`src/sv/lfu_page_cache_directory_assert.svh`:
```
// Assertion macros for the LFU page cache directory.
// Used by the top level through `include; no other dependencies.
`ifndef LFU_PAGE_CACHE_DIRECTORY_ASSERT_SVH
`define LFU_PAGE_CACHE_DIRECTORY_ASSERT_SVH

// Same-cycle implication, disabled while in reset.
`define LPCD_ASSERT_IMPLY(label, clk, rst_n, ante, cons) \
    label: assert property (@(posedge clk) disable iff (!rst_n) (ante) |-> (cons)) \
        else $error("lpcd: same-cycle check failed");

// Next-cycle implication, disabled while in reset.
`define LPCD_ASSERT_NEXT(label, clk, rst_n, ante, cons) \
    label: assert property (@(posedge clk) disable iff (!rst_n) (ante) |=> (cons)) \
        else $error("lpcd: next-cycle check failed");

`endif

```
`src/sv/lpcd_pkg.sv`:
```
// Shared types and constants of the LFU page cache directory.
// No dependencies; used by all other files but the assertion header.
package lpcd_pkg;

    localparam int DEF_ENTRIES   = 16;
    localparam int DEF_PAGE_BITS = 12;
    localparam int DEF_ADDR_BITS = 48;

    // fixed field widths of the item channels
    localparam int ADDR_FIELD_W = 48;
    localparam int SLOT_W       = 4;
    localparam int OFS_W        = 12;

    // use counters saturate at all ones
    localparam int COUNT_W = 32;

    localparam logic ACT_ADD    = 1'b0;
    localparam logic ACT_LOOKUP = 1'b1;

    // per-slot verdict of the shared compare unit
    typedef struct packed {
        logic               empty;     // tag and count both zero
        logic               zero_cnt;  // count zero: lookup stops here
        logic               match;     // stored tag equals key
        logic               lower;     // first or new lowest count
        logic [COUNT_W-1:0] bumped;    // count + 1, saturating
    } eval_t;

endpackage

```
`src/sv/lpcd_req_if.sv`:
```
// Request channel of the LFU page cache directory: action and address.
// Depends on lpcd_pkg.
interface lpcd_req_if;
    logic                              valid;
    logic                              ready;
    logic                              action;
    logic [lpcd_pkg::ADDR_FIELD_W-1:0] address;

    modport source (output valid, output action, output address, input ready);
    modport sink   (input valid, input action, input address, output ready);
endinterface

```
`src/sv/lpcd_rsp_if.sv`:
```
// Response channel of the LFU page cache directory.
// Depends on lpcd_pkg.
interface lpcd_rsp_if;
    logic                        valid;
    logic                        ready;
    logic                        hit;
    logic [lpcd_pkg::SLOT_W-1:0] slot;
    logic [lpcd_pkg::OFS_W-1:0]  page_offset;
    logic                        evicted;

    modport source (output valid, output hit, output slot, output page_offset,
                    output evicted, input ready);
    modport sink   (input valid, input hit, input slot, input page_offset,
                    input evicted, output ready);
endinterface

```
`src/sv/lpcd_store.sv`:
```
// Tag and use-count memory with one write and one registered read port.
// Per-slot valid bits make unwritten slots read as zero. Depends on lpcd_pkg.
module lpcd_store #(
    parameter int ENTRIES = lpcd_pkg::DEF_ENTRIES,
    parameter int TAG_W   = lpcd_pkg::DEF_ADDR_BITS - lpcd_pkg::DEF_PAGE_BITS,
    parameter int IDX_W   = $clog2(lpcd_pkg::DEF_ENTRIES)
) (
    input  logic                         clk,
    input  logic                         rst_n,
    input  logic                         rd_en,
    input  logic [IDX_W-1:0]             rd_addr,
    output logic [TAG_W-1:0]             rd_tag,
    output logic [lpcd_pkg::COUNT_W-1:0] rd_cnt,
    input  logic                         wr_en,
    input  logic [IDX_W-1:0]             wr_addr,
    input  logic [TAG_W-1:0]             wr_tag,
    input  logic [lpcd_pkg::COUNT_W-1:0] wr_cnt
);

    logic [TAG_W-1:0]             tag_mem [ENTRIES];
    logic [lpcd_pkg::COUNT_W-1:0] cnt_mem [ENTRIES];
    logic [ENTRIES-1:0]           valid_reg;

    logic [TAG_W-1:0]             tag_q_reg;
    logic [lpcd_pkg::COUNT_W-1:0] cnt_q_reg;
    logic                         vld_q_reg;

    always_ff @(posedge clk)
    begin
        if (wr_en)
        begin
            tag_mem[wr_addr] <= wr_tag;
            cnt_mem[wr_addr] <= wr_cnt;
        end
        if (rd_en)
        begin
            tag_q_reg <= tag_mem[rd_addr];
            cnt_q_reg <= cnt_mem[rd_addr];
        end
    end

    always_ff @(posedge clk or negedge rst_n)
    begin
        if (!rst_n)
        begin
            valid_reg <= '0;
            vld_q_reg <= 1'b0;
        end
        else
        begin
            if (wr_en)
            begin
                valid_reg[wr_addr] <= 1'b1;
            end
            if (rd_en)
            begin
                vld_q_reg <= valid_reg[rd_addr];
            end
        end
    end

    // never-written slot reads as its reset value
    assign rd_tag = vld_q_reg ? tag_q_reg : '0;
    assign rd_cnt = vld_q_reg ? cnt_q_reg : '0;

endmodule

```
`src/sv/lpcd_slot_eval.sv`:
```
// Shared compare unit: judges one slot against the key and the running minimum.
// Depends on lpcd_pkg (eval_t, COUNT_W).
module lpcd_slot_eval #(
    parameter int TAG_W = lpcd_pkg::DEF_ADDR_BITS - lpcd_pkg::DEF_PAGE_BITS
) (
    input  logic [TAG_W-1:0]             key,
    input  logic [TAG_W-1:0]             slot_tag,
    input  logic [lpcd_pkg::COUNT_W-1:0] slot_cnt,
    input  logic [lpcd_pkg::COUNT_W-1:0] lowest,
    input  logic                         have_low,
    output lpcd_pkg::eval_t              verdict
);

    always_comb
    begin
        verdict.zero_cnt = (slot_cnt == '0);
        verdict.empty    = (slot_tag == '0) && verdict.zero_cnt;
        verdict.match    = (slot_tag == key);
        verdict.lower    = !have_low || (slot_cnt < lowest);
        verdict.bumped   = (&slot_cnt) ? slot_cnt : slot_cnt + lpcd_pkg::COUNT_W'(1);
    end

endmodule

```
`src/sv/lfu_page_cache_directory.sv`:
```
// Top level of the LFU page cache directory: scan sequencer, result register.
// Depends on lpcd_pkg, lpcd_req_if, lpcd_rsp_if, lpcd_store, lpcd_slot_eval
// and lfu_page_cache_directory_assert.svh.
//
//  channel | dir | payload                              | accepted when
//  --------+-----+--------------------------------------+-------------------------
//  req     | in  | action, address[47:0]                | req.valid && req.ready
//  rsp     | out | hit, slot[3:0], page_offset, evicted | rsp.valid && rsp.ready
//
// One item scans the slots in order, one slot per cycle through a single
// compare unit fed by the registered read port of the slot memory.
// A hit or empty slot ends the scan early, before all 16 slots are read.
// req.ready is high only when no item is in flight; a held response stalls
// the next item's finish, never its scan. No clearing pass after reset.

`include "lfu_page_cache_directory_assert.svh"

module lfu_page_cache_directory #(
    parameter int ENTRIES   = lpcd_pkg::DEF_ENTRIES,
    parameter int PAGE_BITS = lpcd_pkg::DEF_PAGE_BITS,
    parameter int ADDR_BITS = lpcd_pkg::DEF_ADDR_BITS
) (
    input  logic         clk,
    input  logic         rst_n,
    lpcd_req_if.sink     req,
    lpcd_rsp_if.source   rsp
);

    // address bits above the input field width do not exist
    localparam int ADDR_W = (ADDR_BITS < lpcd_pkg::ADDR_FIELD_W) ?
                            ADDR_BITS : lpcd_pkg::ADDR_FIELD_W;
    localparam int TAG_W  = ADDR_W - PAGE_BITS;
    localparam int IDX_W  = $clog2(ENTRIES);
    localparam int CNT_W  = lpcd_pkg::COUNT_W;
    localparam int SW     = lpcd_pkg::SLOT_W;
    localparam int OW     = lpcd_pkg::OFS_W;

    typedef enum logic [1:0] {
        S_IDLE,
        S_SCAN,
        S_FINISH
    } state_t;

    state_t              state_reg, state_next;
    logic                act_reg, act_next;
    logic [TAG_W-1:0]    key_reg, key_next;
    logic [OW-1:0]       ofs_reg, ofs_next;

    // read issue counter counts to ENTRIES; eval index trails it by one
    logic [IDX_W:0]      rd_idx_reg, rd_idx_next;
    logic [IDX_W-1:0]    ev_idx_reg, ev_idx_next;
    logic                ev_vld_reg, ev_vld_next;

    // running minimum for the eviction pick
    logic [CNT_W-1:0]    low_reg, low_next;
    logic                have_low_reg, have_low_next;
    logic [IDX_W-1:0]    pick_reg, pick_next;

    logic                res_hit_reg, res_hit_next;
    logic                res_evict_reg, res_evict_next;
    logic [IDX_W-1:0]    res_slot_reg, res_slot_next;

    logic                out_vld_reg, out_vld_next;
    logic                out_hit_reg, out_hit_next;
    logic                out_evict_reg, out_evict_next;
    logic [SW-1:0]       out_slot_reg, out_slot_next;
    logic [OW-1:0]       out_ofs_reg, out_ofs_next;

    logic                rd_en;
    logic [TAG_W-1:0]    rd_tag;
    logic [CNT_W-1:0]    rd_cnt;
    logic                wr_en;
    logic [IDX_W-1:0]    wr_addr;
    logic [TAG_W-1:0]    wr_tag;
    logic [CNT_W-1:0]    wr_cnt;
    lpcd_pkg::eval_t     verdict;

    logic                req_fire;
    logic                rsp_fire;
    logic                last_slot;
    logic [IDX_W-1:0]    pick_now;
    logic [OW+PAGE_BITS-1:0] ofs_wide;
    logic [SW+IDX_W-1:0]     slot_wide;

    lpcd_store #(
        .ENTRIES (ENTRIES),
        .TAG_W   (TAG_W),
        .IDX_W   (IDX_W)
    ) u_store (
        .clk     (clk),
        .rst_n   (rst_n),
        .rd_en   (rd_en),
        .rd_addr (rd_idx_reg[IDX_W-1:0]),
        .rd_tag  (rd_tag),
        .rd_cnt  (rd_cnt),
        .wr_en   (wr_en),
        .wr_addr (wr_addr),
        .wr_tag  (wr_tag),
        .wr_cnt  (wr_cnt)
    );

    lpcd_slot_eval #(
        .TAG_W    (TAG_W)
    ) u_eval (
        .key      (key_reg),
        .slot_tag (rd_tag),
        .slot_cnt (rd_cnt),
        .lowest   (low_reg),
        .have_low (have_low_reg),
        .verdict  (verdict)
    );

    assign req.ready = (state_reg == S_IDLE);
    assign req_fire  = req.valid && req.ready;
    assign rsp_fire  = out_vld_reg && rsp.ready;

    assign rsp.valid       = out_vld_reg;
    assign rsp.hit         = out_hit_reg;
    assign rsp.slot        = out_slot_reg;
    assign rsp.page_offset = out_ofs_reg;
    assign rsp.evicted     = out_evict_reg;

    // offset and slot are fitted to the fixed field widths
    assign ofs_wide  = {{OW{1'b0}}, req.address[PAGE_BITS-1:0]};
    assign slot_wide = {{SW{1'b0}}, res_slot_reg};

    assign rd_en     = (state_reg == S_SCAN) && (rd_idx_reg < (IDX_W+1)'(ENTRIES));
    assign last_slot = (ev_idx_reg == IDX_W'(ENTRIES - 1));
    assign pick_now  = verdict.lower ? ev_idx_reg : pick_reg;

    always_comb
    begin
        state_next     = state_reg;
        act_next       = act_reg;
        key_next       = key_reg;
        ofs_next       = ofs_reg;
        rd_idx_next    = rd_idx_reg;
        ev_idx_next    = ev_idx_reg;
        ev_vld_next    = ev_vld_reg;
        low_next       = low_reg;
        have_low_next  = have_low_reg;
        pick_next      = pick_reg;
        res_hit_next   = res_hit_reg;
        res_evict_next = res_evict_reg;
        res_slot_next  = res_slot_reg;
        out_vld_next   = out_vld_reg && !rsp_fire;
        out_hit_next   = out_hit_reg;
        out_evict_next = out_evict_reg;
        out_slot_next  = out_slot_reg;
        out_ofs_next   = out_ofs_reg;
        wr_en          = 1'b0;
        wr_addr        = ev_idx_reg;
        wr_tag         = key_reg;
        wr_cnt         = CNT_W'(1);

        case (state_reg)
            S_IDLE:
            begin
                if (req_fire)
                begin
                    act_next       = req.action;
                    key_next       = req.address[ADDR_W-1:PAGE_BITS];
                    ofs_next       = ofs_wide[OW-1:0];
                    rd_idx_next    = '0;
                    ev_vld_next    = 1'b0;
                    have_low_next  = 1'b0;
                    pick_next      = '0;
                    res_hit_next   = 1'b0;
                    res_evict_next = 1'b0;
                    res_slot_next  = '0;
                    state_next     = S_SCAN;
                end
            end

            S_SCAN:
            begin
                if (rd_en)
                begin
                    rd_idx_next = rd_idx_reg + (IDX_W+1)'(1);
                end
                ev_vld_next = rd_en;
                ev_idx_next = rd_idx_reg[IDX_W-1:0];

                if (ev_vld_reg)
                begin
                    if (act_reg == lpcd_pkg::ACT_ADD)
                    begin
                        if (verdict.empty)
                        begin
                            // fill first empty slot
                            wr_en         = 1'b1;
                            res_slot_next = ev_idx_reg;
                            state_next    = S_FINISH;
                        end
                        else if (verdict.match)
                        begin
                            wr_en         = 1'b1;
                            wr_cnt        = verdict.bumped;
                            res_hit_next  = 1'b1;
                            res_slot_next = ev_idx_reg;
                            state_next    = S_FINISH;
                        end
                        else
                        begin
                            if (verdict.lower)
                            begin
                                low_next      = rd_cnt;
                                have_low_next = 1'b1;
                                pick_next     = ev_idx_reg;
                            end
                            if (last_slot)
                            begin
                                // full and no match: evict lowest count
                                wr_en          = 1'b1;
                                wr_addr        = pick_now;
                                res_evict_next = 1'b1;
                                res_slot_next  = pick_now;
                                state_next     = S_FINISH;
                            end
                        end
                    end
                    else
                    begin
                        if (verdict.zero_cnt)
                        begin
                            state_next = S_FINISH;
                        end
                        else if (verdict.match)
                        begin
                            wr_en         = 1'b1;
                            wr_cnt        = verdict.bumped;
                            res_hit_next  = 1'b1;
                            res_slot_next = ev_idx_reg;
                            state_next    = S_FINISH;
                        end
                        else if (last_slot)
                        begin
                            state_next = S_FINISH;
                        end
                    end
                end
            end

            S_FINISH:
            begin
                if (!out_vld_reg || rsp.ready)
                begin
                    out_vld_next   = 1'b1;
                    out_hit_next   = res_hit_reg;
                    out_evict_next = res_evict_reg;
                    out_slot_next  = slot_wide[SW-1:0];
                    out_ofs_next   = ofs_reg;
                    state_next     = S_IDLE;
                end
            end

            default:
            begin
                state_next = S_IDLE;
            end
        endcase
    end

    always_ff @(posedge clk or negedge rst_n)
    begin
        if (!rst_n)
        begin
            state_reg     <= S_IDLE;
            act_reg       <= lpcd_pkg::ACT_ADD;
            key_reg       <= '0;
            ofs_reg       <= '0;
            rd_idx_reg    <= '0;
            ev_idx_reg    <= '0;
            ev_vld_reg    <= 1'b0;
            low_reg       <= '0;
            have_low_reg  <= 1'b0;
            pick_reg      <= '0;
            res_hit_reg   <= 1'b0;
            res_evict_reg <= 1'b0;
            res_slot_reg  <= '0;
            out_vld_reg   <= 1'b0;
            out_hit_reg   <= 1'b0;
            out_evict_reg <= 1'b0;
            out_slot_reg  <= '0;
            out_ofs_reg   <= '0;
        end
        else
        begin
            state_reg     <= state_next;
            act_reg       <= act_next;
            key_reg       <= key_next;
            ofs_reg       <= ofs_next;
            rd_idx_reg    <= rd_idx_next;
            ev_idx_reg    <= ev_idx_next;
            ev_vld_reg    <= ev_vld_next;
            low_reg       <= low_next;
            have_low_reg  <= have_low_next;
            pick_reg      <= pick_next;
            res_hit_reg   <= res_hit_next;
            res_evict_reg <= res_evict_next;
            res_slot_reg  <= res_slot_next;
            out_vld_reg   <= out_vld_next;
            out_hit_reg   <= out_hit_next;
            out_evict_reg <= out_evict_next;
            out_slot_reg  <= out_slot_next;
            out_ofs_reg   <= out_ofs_next;
        end
    end

    // an accepted item always starts a scan
    `LPCD_ASSERT_NEXT(a_accept_scans, clk, rst_n, req_fire, state_reg == S_SCAN)
    // the directory is only written while a scan resolves
    `LPCD_ASSERT_IMPLY(a_write_in_scan, clk, rst_n, wr_en, state_reg == S_SCAN && ev_vld_reg)
    // a lookup never evicts, and an eviction is never a hit
    `LPCD_ASSERT_IMPLY(a_lookup_no_evict, clk, rst_n,
        state_reg == S_FINISH, !(res_evict_reg && (res_hit_reg || act_reg == lpcd_pkg::ACT_LOOKUP)))
    // a result waiting for its slot holds the finish state
    `LPCD_ASSERT_NEXT(a_finish_holds, clk, rst_n,
        state_reg == S_FINISH && out_vld_reg && !rsp.ready, state_reg == S_FINISH)

endmodule
```
`src/flat_wrapper.sv`:
```
// flat-port wrapper written by rule: the top's interface ports become plain ports
module lfu_page_cache_directory_flat 
#(
    parameter int ENTRIES   = lpcd_pkg::DEF_ENTRIES,
    parameter int PAGE_BITS = lpcd_pkg::DEF_PAGE_BITS,
    parameter int ADDR_BITS = lpcd_pkg::DEF_ADDR_BITS
)
  (clk, rst_n, req_valid, req_action, req_address, req_ready, rsp_valid, rsp_hit, rsp_slot, rsp_page_offset, rsp_evicted, rsp_ready);
  lpcd_req_if req_i ();
  lpcd_rsp_if rsp_i ();
  input  logic clk;
  input  logic rst_n;
  input wire logic [$bits(req_i.valid)-1:0] req_valid;
  input wire logic [$bits(req_i.action)-1:0] req_action;
  input wire logic [$bits(req_i.address)-1:0] req_address;
  output wire logic [$bits(req_i.ready)-1:0] req_ready;
  output wire logic [$bits(rsp_i.valid)-1:0] rsp_valid;
  output wire logic [$bits(rsp_i.hit)-1:0] rsp_hit;
  output wire logic [$bits(rsp_i.slot)-1:0] rsp_slot;
  output wire logic [$bits(rsp_i.page_offset)-1:0] rsp_page_offset;
  output wire logic [$bits(rsp_i.evicted)-1:0] rsp_evicted;
  input wire logic [$bits(rsp_i.ready)-1:0] rsp_ready;
  assign req_i.valid = req_valid;
  assign req_i.action = req_action;
  assign req_i.address = req_address;
  assign req_ready = req_i.ready;
  assign rsp_valid = rsp_i.valid;
  assign rsp_hit = rsp_i.hit;
  assign rsp_slot = rsp_i.slot;
  assign rsp_page_offset = rsp_i.page_offset;
  assign rsp_evicted = rsp_i.evicted;
  assign rsp_i.ready = rsp_ready;
  lfu_page_cache_directory #(.ENTRIES(ENTRIES), .PAGE_BITS(PAGE_BITS), .ADDR_BITS(ADDR_BITS)) u_core (.clk(clk), .rst_n(rst_n), .req(req_i), .rsp(rsp_i));
endmodule
```
`config.mk`:
```
export PLATFORM = sky130hd
export DESIGN_NAME = lfu_page_cache_directory_flat
export DESIGN_NICKNAME = d
export VERILOG_FILES = /design/src/sv/lpcd_pkg.sv /design/src/sv/lpcd_req_if.sv /design/src/sv/lpcd_rsp_if.sv /design/src/sv/lpcd_store.sv /design/src/sv/lpcd_slot_eval.sv /design/src/sv/lfu_page_cache_directory.sv /design/src/flat_wrapper.sv
export VERILOG_INCLUDE_DIRS = /design/src /design/src/sv
export SDC_FILE = /design/constraint.sdc
export NUM_CORES = 1
export LEC_CHECK = 0
export ABC_AREA = 0
export BUFFER_PORTS_ARGS = -buffer_cell sky130_fd_sc_hd__buf_2
export CAP_MARGIN = 20
export CORE_MARGIN = 8
export CORE_UTILIZATION = 55
export CTS_CLUSTER_SIZE = 12
export DETAILED_ROUTE_END_ITERATION = 10
export GPL_ROUTABILITY_DRIVEN = 0
export HOLD_SLACK_MARGIN = 0.02
export PLACE_DENSITY = 0.7
export SYNTH_ARGS = -nofsm -noshare
export SYNTH_HDL_FRONTEND = slang
export SYNTH_SLANG_ARGS = --single-unit
```
`constraint.sdc`:
```
create_clock -name clk -period 6.5 [get_ports clk]
set_clock_uncertainty 0.05 [all_clocks]
set_input_delay 0.325 -clock clk [delete_from_list [all_inputs] [get_ports clk]]
set_output_delay 0.325 -clock clk [all_outputs]
set_load 0.01 [all_outputs]
```
==> flow_metrics.tcl, run 1 <==
set metrics [dict create \
    reg2reg_from "u_core.u_store.vld_q_reg$_DFFE_PN0P_" \
    setup_tns_ns 0 \
    synth-edff-count 1156 \
    dp_slack_ns 1.27 \
    route.detailed.drc 0 \
    crit_arrival_ns 5.73 \
    criticalPathCategory "reg2reg" \
    design.die.area_um2 103000 \
    dp_hpwl_mm 63.3 \
    final_area_um2 58100 \
    tritoncts "yes" \
    reg2reg_slack_ns 1.12 \
    p_total_mw 24.3 \
    post_dp_cell_area_um2 53400 \
    dr.pass1.iters 6 \
    ys_seq_area_share_pct 74.7 \
    fp.dieW_um 321 \
    synth.distinct_cells 74 \
    worstPathRequired_ns 6.86 \
    peakVddDrop_v 0.000280 \
    p_per_area_nw_per_um2 419 \
    ys_ff_latch 1296 \
    root_buffer "clkbuf_16" \
    synth_area_um2 51100 \
    syn_avg_cell_area_um2 19.9 \
    drive_gt1_share_pct 24.6 \
    crit_fanout 40 \
    rr_worst_depth 12 \
    drt-total-wl_mm 114 \
    syn-instance-count 2571 \
    wl_per_cell_um 27.7 \
    hold_path_class "in2async" \
    relSlewSlack_pct 27.5 \
    regMostFlops "u_core.u_store.tag_mem" \
    setup_viol 0 \
    timing.final.crit_share_pct 82.7 \
    hold_ws_ns 0.191 \
    cts-resized-gates 0 \
    end_kind "flip-flop" \
    clk_pin_slew_worst_paths_ns 0.06 \
    grt_pass1_wl_mm 173 \
    core_area_um2 92800 \
    clock-sinks 1296 \
    grt_start_max_net_pins 105 \
    grt-ovfl-total 0 \
    synthFlopType "edfxtp_1" \
    hold_viol 0 \
    clk_latency_ns 0.74 \
    numCtsBuffers 135 \
    viasPerCell 6.23 \
    first_global_vias 26400 \
    n_antenna_cell 0 \
    detail-route-antenna-nets 0 \
    largest_reg_flops 576 \
    start_kind "flip-flop" \
    ioPinCount 73 \
    finalWorstSetupSlack_ns 1.12 \
    worstMarginPinSlew_ns 1.09 \
    htreeDepth 4 \
    num_vias 25700 \
    die_y_um 321 \
    cts.path.max_buffers 3 \
    drt-initial-drc-count 2909 \
    antenna_found_initial 0 \
    groute.usage.overall_pct 22.5 \
    area_growth_pct 13.5 \
    maxSlewViolCount 0 \
    maxCapViolCount 0 \
    fillers 6321 \
    synthesis.nets 2657 \
    rsz0062_at_grt "false" \
    io_buffers 72 \
    largestRegisters "u_core.u_store.tag_mem: 576 flops, u_core.u_store.cnt_mem: 512 flops" \
    start_util_pct 55.1 \
    max_freq_mhz 186 \
    rr_endpoint "u_core.u_store.tag_mem[1][14]$_DFFE_PP_" \
    std_cell_rows 112 \
    fin_nets 2859 \
    yosys_warnings 0 \
    leakage_nw 18.2 \
    status "completed" \
    async_flop_share_pct 10.8 \
    layout_min_cycle_time_ns 5.38 \
]
-- metal layers --
| layer | track usage (%) | routed length, um | vias to the layer above |
|---|---|---|---|
| met5 | 0 | 0 | - |
| met4 | 5.50 | 2060 | 0 |
| met3 | 4.38 | 9460 | 153 |
| met2 | 35.8 | 55700 | 1195 |
| met1 | 32.6 | 47100 | 13600 |
| li1 | - | - | 10800 |
-- logic make-up (layout without fill, tap and decap cells) --
kind of cell,count (synthesis),count (layout),share of synthesized area (%)
flops,1296,1296,74.7
simple gates,457,457,4.22
mux,371,371,15.8
buf+inv,193,498,1.51
compound gates,177,177,2.22
xor+xnor,44,44,0.754
fa+ha+maj,33,33,0.807
-- synth_stat cells, drive strengths merged, types with 24 or more instances --
master / n / area (um^2)
a21oi: 31 / 155
buf: 36 / 183
clkbuf: 79 / 297
dfrtp: 140 / 3500
edfxtp: 1156 / 34700
ha: 33 / 413
inv: 78 / 293
mux4: 345 / 7770
nand2: 220 / 826
nand3: 38 / 195
nand4: 27 / 169
nor2: 74 / 285
nor4: 24 / 150
o21ai: 66 / 330
xnor2: 29 / 254
-- final cells by class --
type | count | area (um^2) | area share [%]
flip-flops and latches | 1296 | 38200 | 65.9
multi-input cells | 1082 | 12300 | 21.2
clock buffers | 216 | 3850 | 6.63
well taps | 1254 | 1570 | 2.70
repair buffers | 180 | 1560 | 2.69
inverters | 78 | 293 | 0.504
clock inverters | 24 | 268 | 0.461
-- stage by stage --
step | util (%) | instances
global route | 62.6 | 4130
CTS | 62.6 | 4129
floorplan | - | 2571
global placement | 57.6 | 3836
finish | 62.6 | 4130
detailed placement | 57.6 | 3837
-- report_power, final --
group	switching (mW)	total [mW]	internal [mW]
registers	1.35	11.8	10.5
clock network	3.04	7.22	4.18
logic	2.77	5.26	2.49
-- worst max-delay path by stage --
stage | startpoint | to | slack (ns) | cells past startpoint
floorplan | u_core.u_store.vld_q_reg$_DFFE_PN0P_ | u_core.u_store.cnt_mem[4][0]$_DFFE_PP_ | -0.36 | 17
detailed placement | u_core.u_store.vld_q_reg$_DFFE_PN0P_ | u_core.u_store.tag_mem[1][10]$_DFFE_PP_ | 1.27 | 12
global route | u_core.u_store.vld_q_reg$_DFFE_PN0P_ | u_core.u_store.tag_mem[1][14]$_DFFE_PP_ | 0.69 | 12
global placement | u_core.u_store.vld_q_reg$_DFFE_PN0P_ | u_core.u_store.tag_mem[1][13]$_DFFE_PP_ | 1.36 | 12
CTS | u_core.u_store.vld_q_reg$_DFFE_PN0P_ | u_core.u_store.tag_mem[1][19]$_DFFE_PP_ | 1.23 | 12
finish | u_core.u_store.vld_q_reg$_DFFE_PN0P_ | u_core.u_store.tag_mem[1][14]$_DFFE_PP_ | 1.12 | 12
-- critical path, cell delays in order, from the launching register on --
cell and delay, ns:
dfrtp_2 0.83, and2_1 0.31, inv_1 0.10, ha_1 0.20
nor4b_1 0.14, nand4_1 0.10, nor2_1 0.07, a21oi_1 0.64
nand3_1 0.35, o41ai_1 0.45, nand4_1 0.61, nor2_4 0.85
buf_12 0.33
-- timing repair --
item | CTS | global route
hold buffers | 52 | 0
hold endpoints to repair | 140 | 0
setup buffers | 0 | 0
-- cells in the final DEF, fill, tap and decap left out, types with 5 or more instances in the layout --
cell type,instances
nand2b_1,8
buf_4,34
inv_1,77
edfxtp_1,1156
and3_1,6
ha_1,33
nor3_1,11
nor2_1,56
clkbuf_8,8
nand2_1,219
nor2_4,18
nand3_1,37
a21oi_1,31
nor2b_1,5
nand4b_1,11
mux2_2,23
inv_6,5
buf_12,20
clkbuf_1,69
xor2_1,15
mux4_2,345
o21bai_1,18
o21ai_0,63
buf_2,72
xnor2_1,29
dlygate4sd3_1,52
nor4_1,24
dfrtp_1,135
clkinv_2,6
nand4_1,27
and2_1,13
o22ai_1,16
clkbuf_16,139
No activity file was read; power rests on OpenSTA's default activity.
==> inputs of run 2 (changes only) <==
--- a/config.mk
+++ b/config.mk
@@ -6,7 +6,7 @@
 export SDC_FILE = /design/constraint.sdc
 export NUM_CORES = 1
 export LEC_CHECK = 0
-export ABC_AREA = 0
+export ABC_AREA = 1
 export BUFFER_PORTS_ARGS = -buffer_cell sky130_fd_sc_hd__buf_2
 export CAP_MARGIN = 20
 export CORE_MARGIN = 8
==> constraint.sdc (replaced) <==
create_clock -name clk -period 4.75 [get_ports clk]
set_clock_uncertainty 0.05 [all_clocks]
set_input_delay 0.2375 -clock clk [delete_from_list [all_inputs] [get_ports clk]]
set_output_delay 0.2375 -clock clk [all_outputs]
set_load 0.01 [all_outputs]
==> flow_metrics.tcl, run 2 <==
set metrics [dict create \
    crit_fanout 58 \
    clock-sinks 1296 \
    grt-ovfl-total 0 \
    reg2reg_from "u_core.u_store.vld_q_reg$_DFFE_PN0P_" \
    hold_viol 0 \
    htreeDepth 4 \
    setup_viol 0 \
    die_y_um 324 \
    worstMarginPinSlew_ns 1.45 \
    syn_avg_cell_area_um2 12.4 \
    ys_ff_latch 1296 \
    status "completed" \
    detail-route-antenna-nets 0 \
    maxSlewViolCount 0 \
    rr_worst_depth 15 \
    synthFlopType "edfxtp_1" \
    max_freq_mhz 229 \
    root_buffer "clkbuf_16" \
    synthesis.nets 4297 \
    worstHoldEndpoint "u_core.key_reg[17]$_DFFE_PN0P_" \
    design.die.area_um2 105000 \
    peakVddDrop_v 0.000472 \
    start_util_pct 55.2 \
    rr_endpoint "u_core.u_store.cnt_mem[13][21]$_DFFE_PP_" \
    drive_gt1_share_pct 9.93 \
    dp_hpwl_mm 74.9 \
    p_per_area_nw_per_um2 596 \
    layout_min_cycle_time_ns 4.36 \
    post_dp_cell_area_um2 54600 \
    clk_pin_slew_worst_paths_ns 0.06 \
    post-cts-setup-buffers 0 \
    relSlewSlack_pct 3.25 \
    largestRegisters "u_core.u_store.tag_mem: 576 flops, u_core.u_store.cnt_mem: 512 flops" \
    synth-edff-count 1156 \
    synth.most_common_cell "edfxtp_1" \
    drt-initial-drc-count 3981 \
    setup_tns_ns 0 \
    route.detailed.drc 0 \
    worstPathRequired_ns 5.10 \
    synth.top_cells.by_area "edfxtp_1, dfrtp_1, o21ai_0" \
    numCtsBuffers 135 \
    synth_top_area_cell "edfxtp_1" \
    io_buffers 72 \
    hold_ws_ns 0.185 \
    grt_start_max_net_pins 227 \
    dr.pass1.iters 6 \
    final_util_pct 62.6 \
    final_area_um2 59200 \
    synth_top_area_share_pct 66.5 \
    groute.usage.overall_pct 25.4 \
    fp.dieW_um 324 \
    syn-instance-count 4211 \
    dp_slack_ns 0.399 \
    wl_per_cell_um 23.5 \
    leakage_nw 21.9 \
    tritoncts "yes" \
    synth_area_um2 52200 \
    std_cell_rows 113 \
    ys_seq_area_share_pct 73.2 \
    ioPinCount 73 \
    async_flop_share_pct 10.8 \
    reg2reg_slack_ns 0.39 \
    start_kind "flip-flop" \
    hold_path_class "in2reg" \
    largest_reg_flops 576 \
    drt-total-wl_mm 134 \
    viasPerCell 6.07 \
    clk_latency_ns 0.74 \
    holdCritStartpoint "req_address[29]" \
    crit_arrival_ns 4.71 \
    antenna_found_initial 0 \
    timing.final.crit_share_pct 91.8 \
    finalWorstSetupSlack_ns 0.391 \
    cts.path.max_buffers 3 \
    core_area_um2 94600 \
    rsz0062_at_grt "false" \
    num_vias 34700 \
    end_kind "flip-flop" \
    synthTopCellsByCount "edfxtp_1, nor2_1, o21ai_0" \
    n_antenna_cell 0 \
    area_growth_pct 13.4 \
    layout_commonest_cell "edfxtp_1" \
    grt_pass1_wl_mm 205 \
    maxCapViolCount 0 \
    holdPathStages 4 \
    first_global_vias 34200 \
    mostFrequentLayoutCells "edfxtp_1, nor2_1, o21ai_0, nand2_1, nand3_1" \
    yosys_warnings 0 \
    regMostFlops "u_core.u_store.tag_mem" \
    criticalPathCategory "reg2reg" \
    synth.distinct_cells 49 \
    fin_nets 4429 \
]
## run 2: cell types whose count changed in the layout (fill, tap and decap cells not counted), moves of 143 or more
| cell | change |
|---|---|
| nor2_1 | +582 |
| nand3_1 | +143 |
| o22ai_1 | +148 |
| mux4_2 | -345 |
| nand2_1 | +292 |
| o21ai_0 | +571 |
## run 2: how the worst max path moves through the flow
stage,slack (ns),end,cells after the start,startpoint
4_1_cts,0.37,u_core.u_store.cnt_mem[13][23]$_DFFE_PP_,15,u_core.u_store.vld_q_reg$_DFFE_PN0P_
2_1_floorplan,0.60,u_core.u_store.cnt_mem[0][0]$_DFFE_PP_,17,u_core.u_store.vld_q_reg$_DFFE_PN0P_
6_report,0.39,u_core.u_store.cnt_mem[13][21]$_DFFE_PP_,15,u_core.u_store.vld_q_reg$_DFFE_PN0P_
3_3_place_gp,0.47,u_core.u_store.cnt_mem[13][12]$_DFFE_PP_,15,u_core.u_store.vld_q_reg$_DFFE_PN0P_
3_5_place_dp,0.40,u_core.u_store.tag_mem[13][33]$_DFFE_PP_,15,u_core.u_store.vld_q_reg$_DFFE_PN0P_
5_1_grt,0.17,u_core.u_store.cnt_mem[13][23]$_DFFE_PP_,18,u_core.u_store.vld_q_reg$_DFFE_PN0P_
## run 2: metrics by stage
stage	power [mW]	instances
final	35.3	5706
after global routing	37.1	5706
after CTS	35.3	5706
after detailed placement	25.5	5417
after global placement	25.3	5417
after floorplan	21.8	4211
## run 2: cells by family after synthesis
| kind of cell | after synthesis | share of synthesized area (%) |
|---|---|---|
| mux | 14 | 0.302 |
| xor+xnor | 18 | 0.302 |
| buf+inv | 432 | 3.27 |
| fa+ha+maj | 33 | 0.791 |
| simple gates | 1413 | 11.1 |
| compound gates | 1005 | 11.0 |
| flops | 1296 | 73.2 |
## run 2: cell type report
| type | count | area, um^2 |
|---|---|---|
| clock buffers | 202 | 3710 |
| clock inverters | 33 | 355 |
| fillers | 7037 | 35400 |
| multi-input cells | 2483 | 12300 |
| well taps | 1265 | 1580 |
| inverters | 178 | 729 |
| flip-flops and latches | 1296 | 38200 |
| repair buffers | 249 | 2290 |
## run 2: timing repair
item | in CTS | in global routing
hold buffers | 54 | 0
resized for setup | 0 | 0
hold endpoints to repair | 192 | 0
endpoints found under the setup margin | 0 | 0
## run 2: layer usage
layer	part of all wire [%]	global-route usage [%]	vias to the layer above
met5	0	0	-
met4	2.7	8.40	0
met3	7.8	3.85	247
met2	49	42.4	1612
met1	40	34.6	17200
li1	-	-	15600
## run 2: critical path: stages, from the launching register on
cell      delay [ns]
dfrtp_4         0.74
buf_12          0.32
nand2_1         0.15
xnor2_1         0.16
nor2_1          0.14
nand2_1         0.07
nor2_1          0.39
nand3_4         0.29
nand2_1         0.16
nand4_1         0.20
clkinv_1        0.12
nand3_2         0.10
nor2_2          0.17
nand2_1         0.20
inv_4           0.35
buf_12          0.33
## run 2: where the power goes
| group | switching (mW) | internal (mW) |
|---|---|---|
| Combinational | 7.29 | 3.07 |
| Sequential | 1.03 | 14.0 |
| Clock | 4.31 | 5.56 |
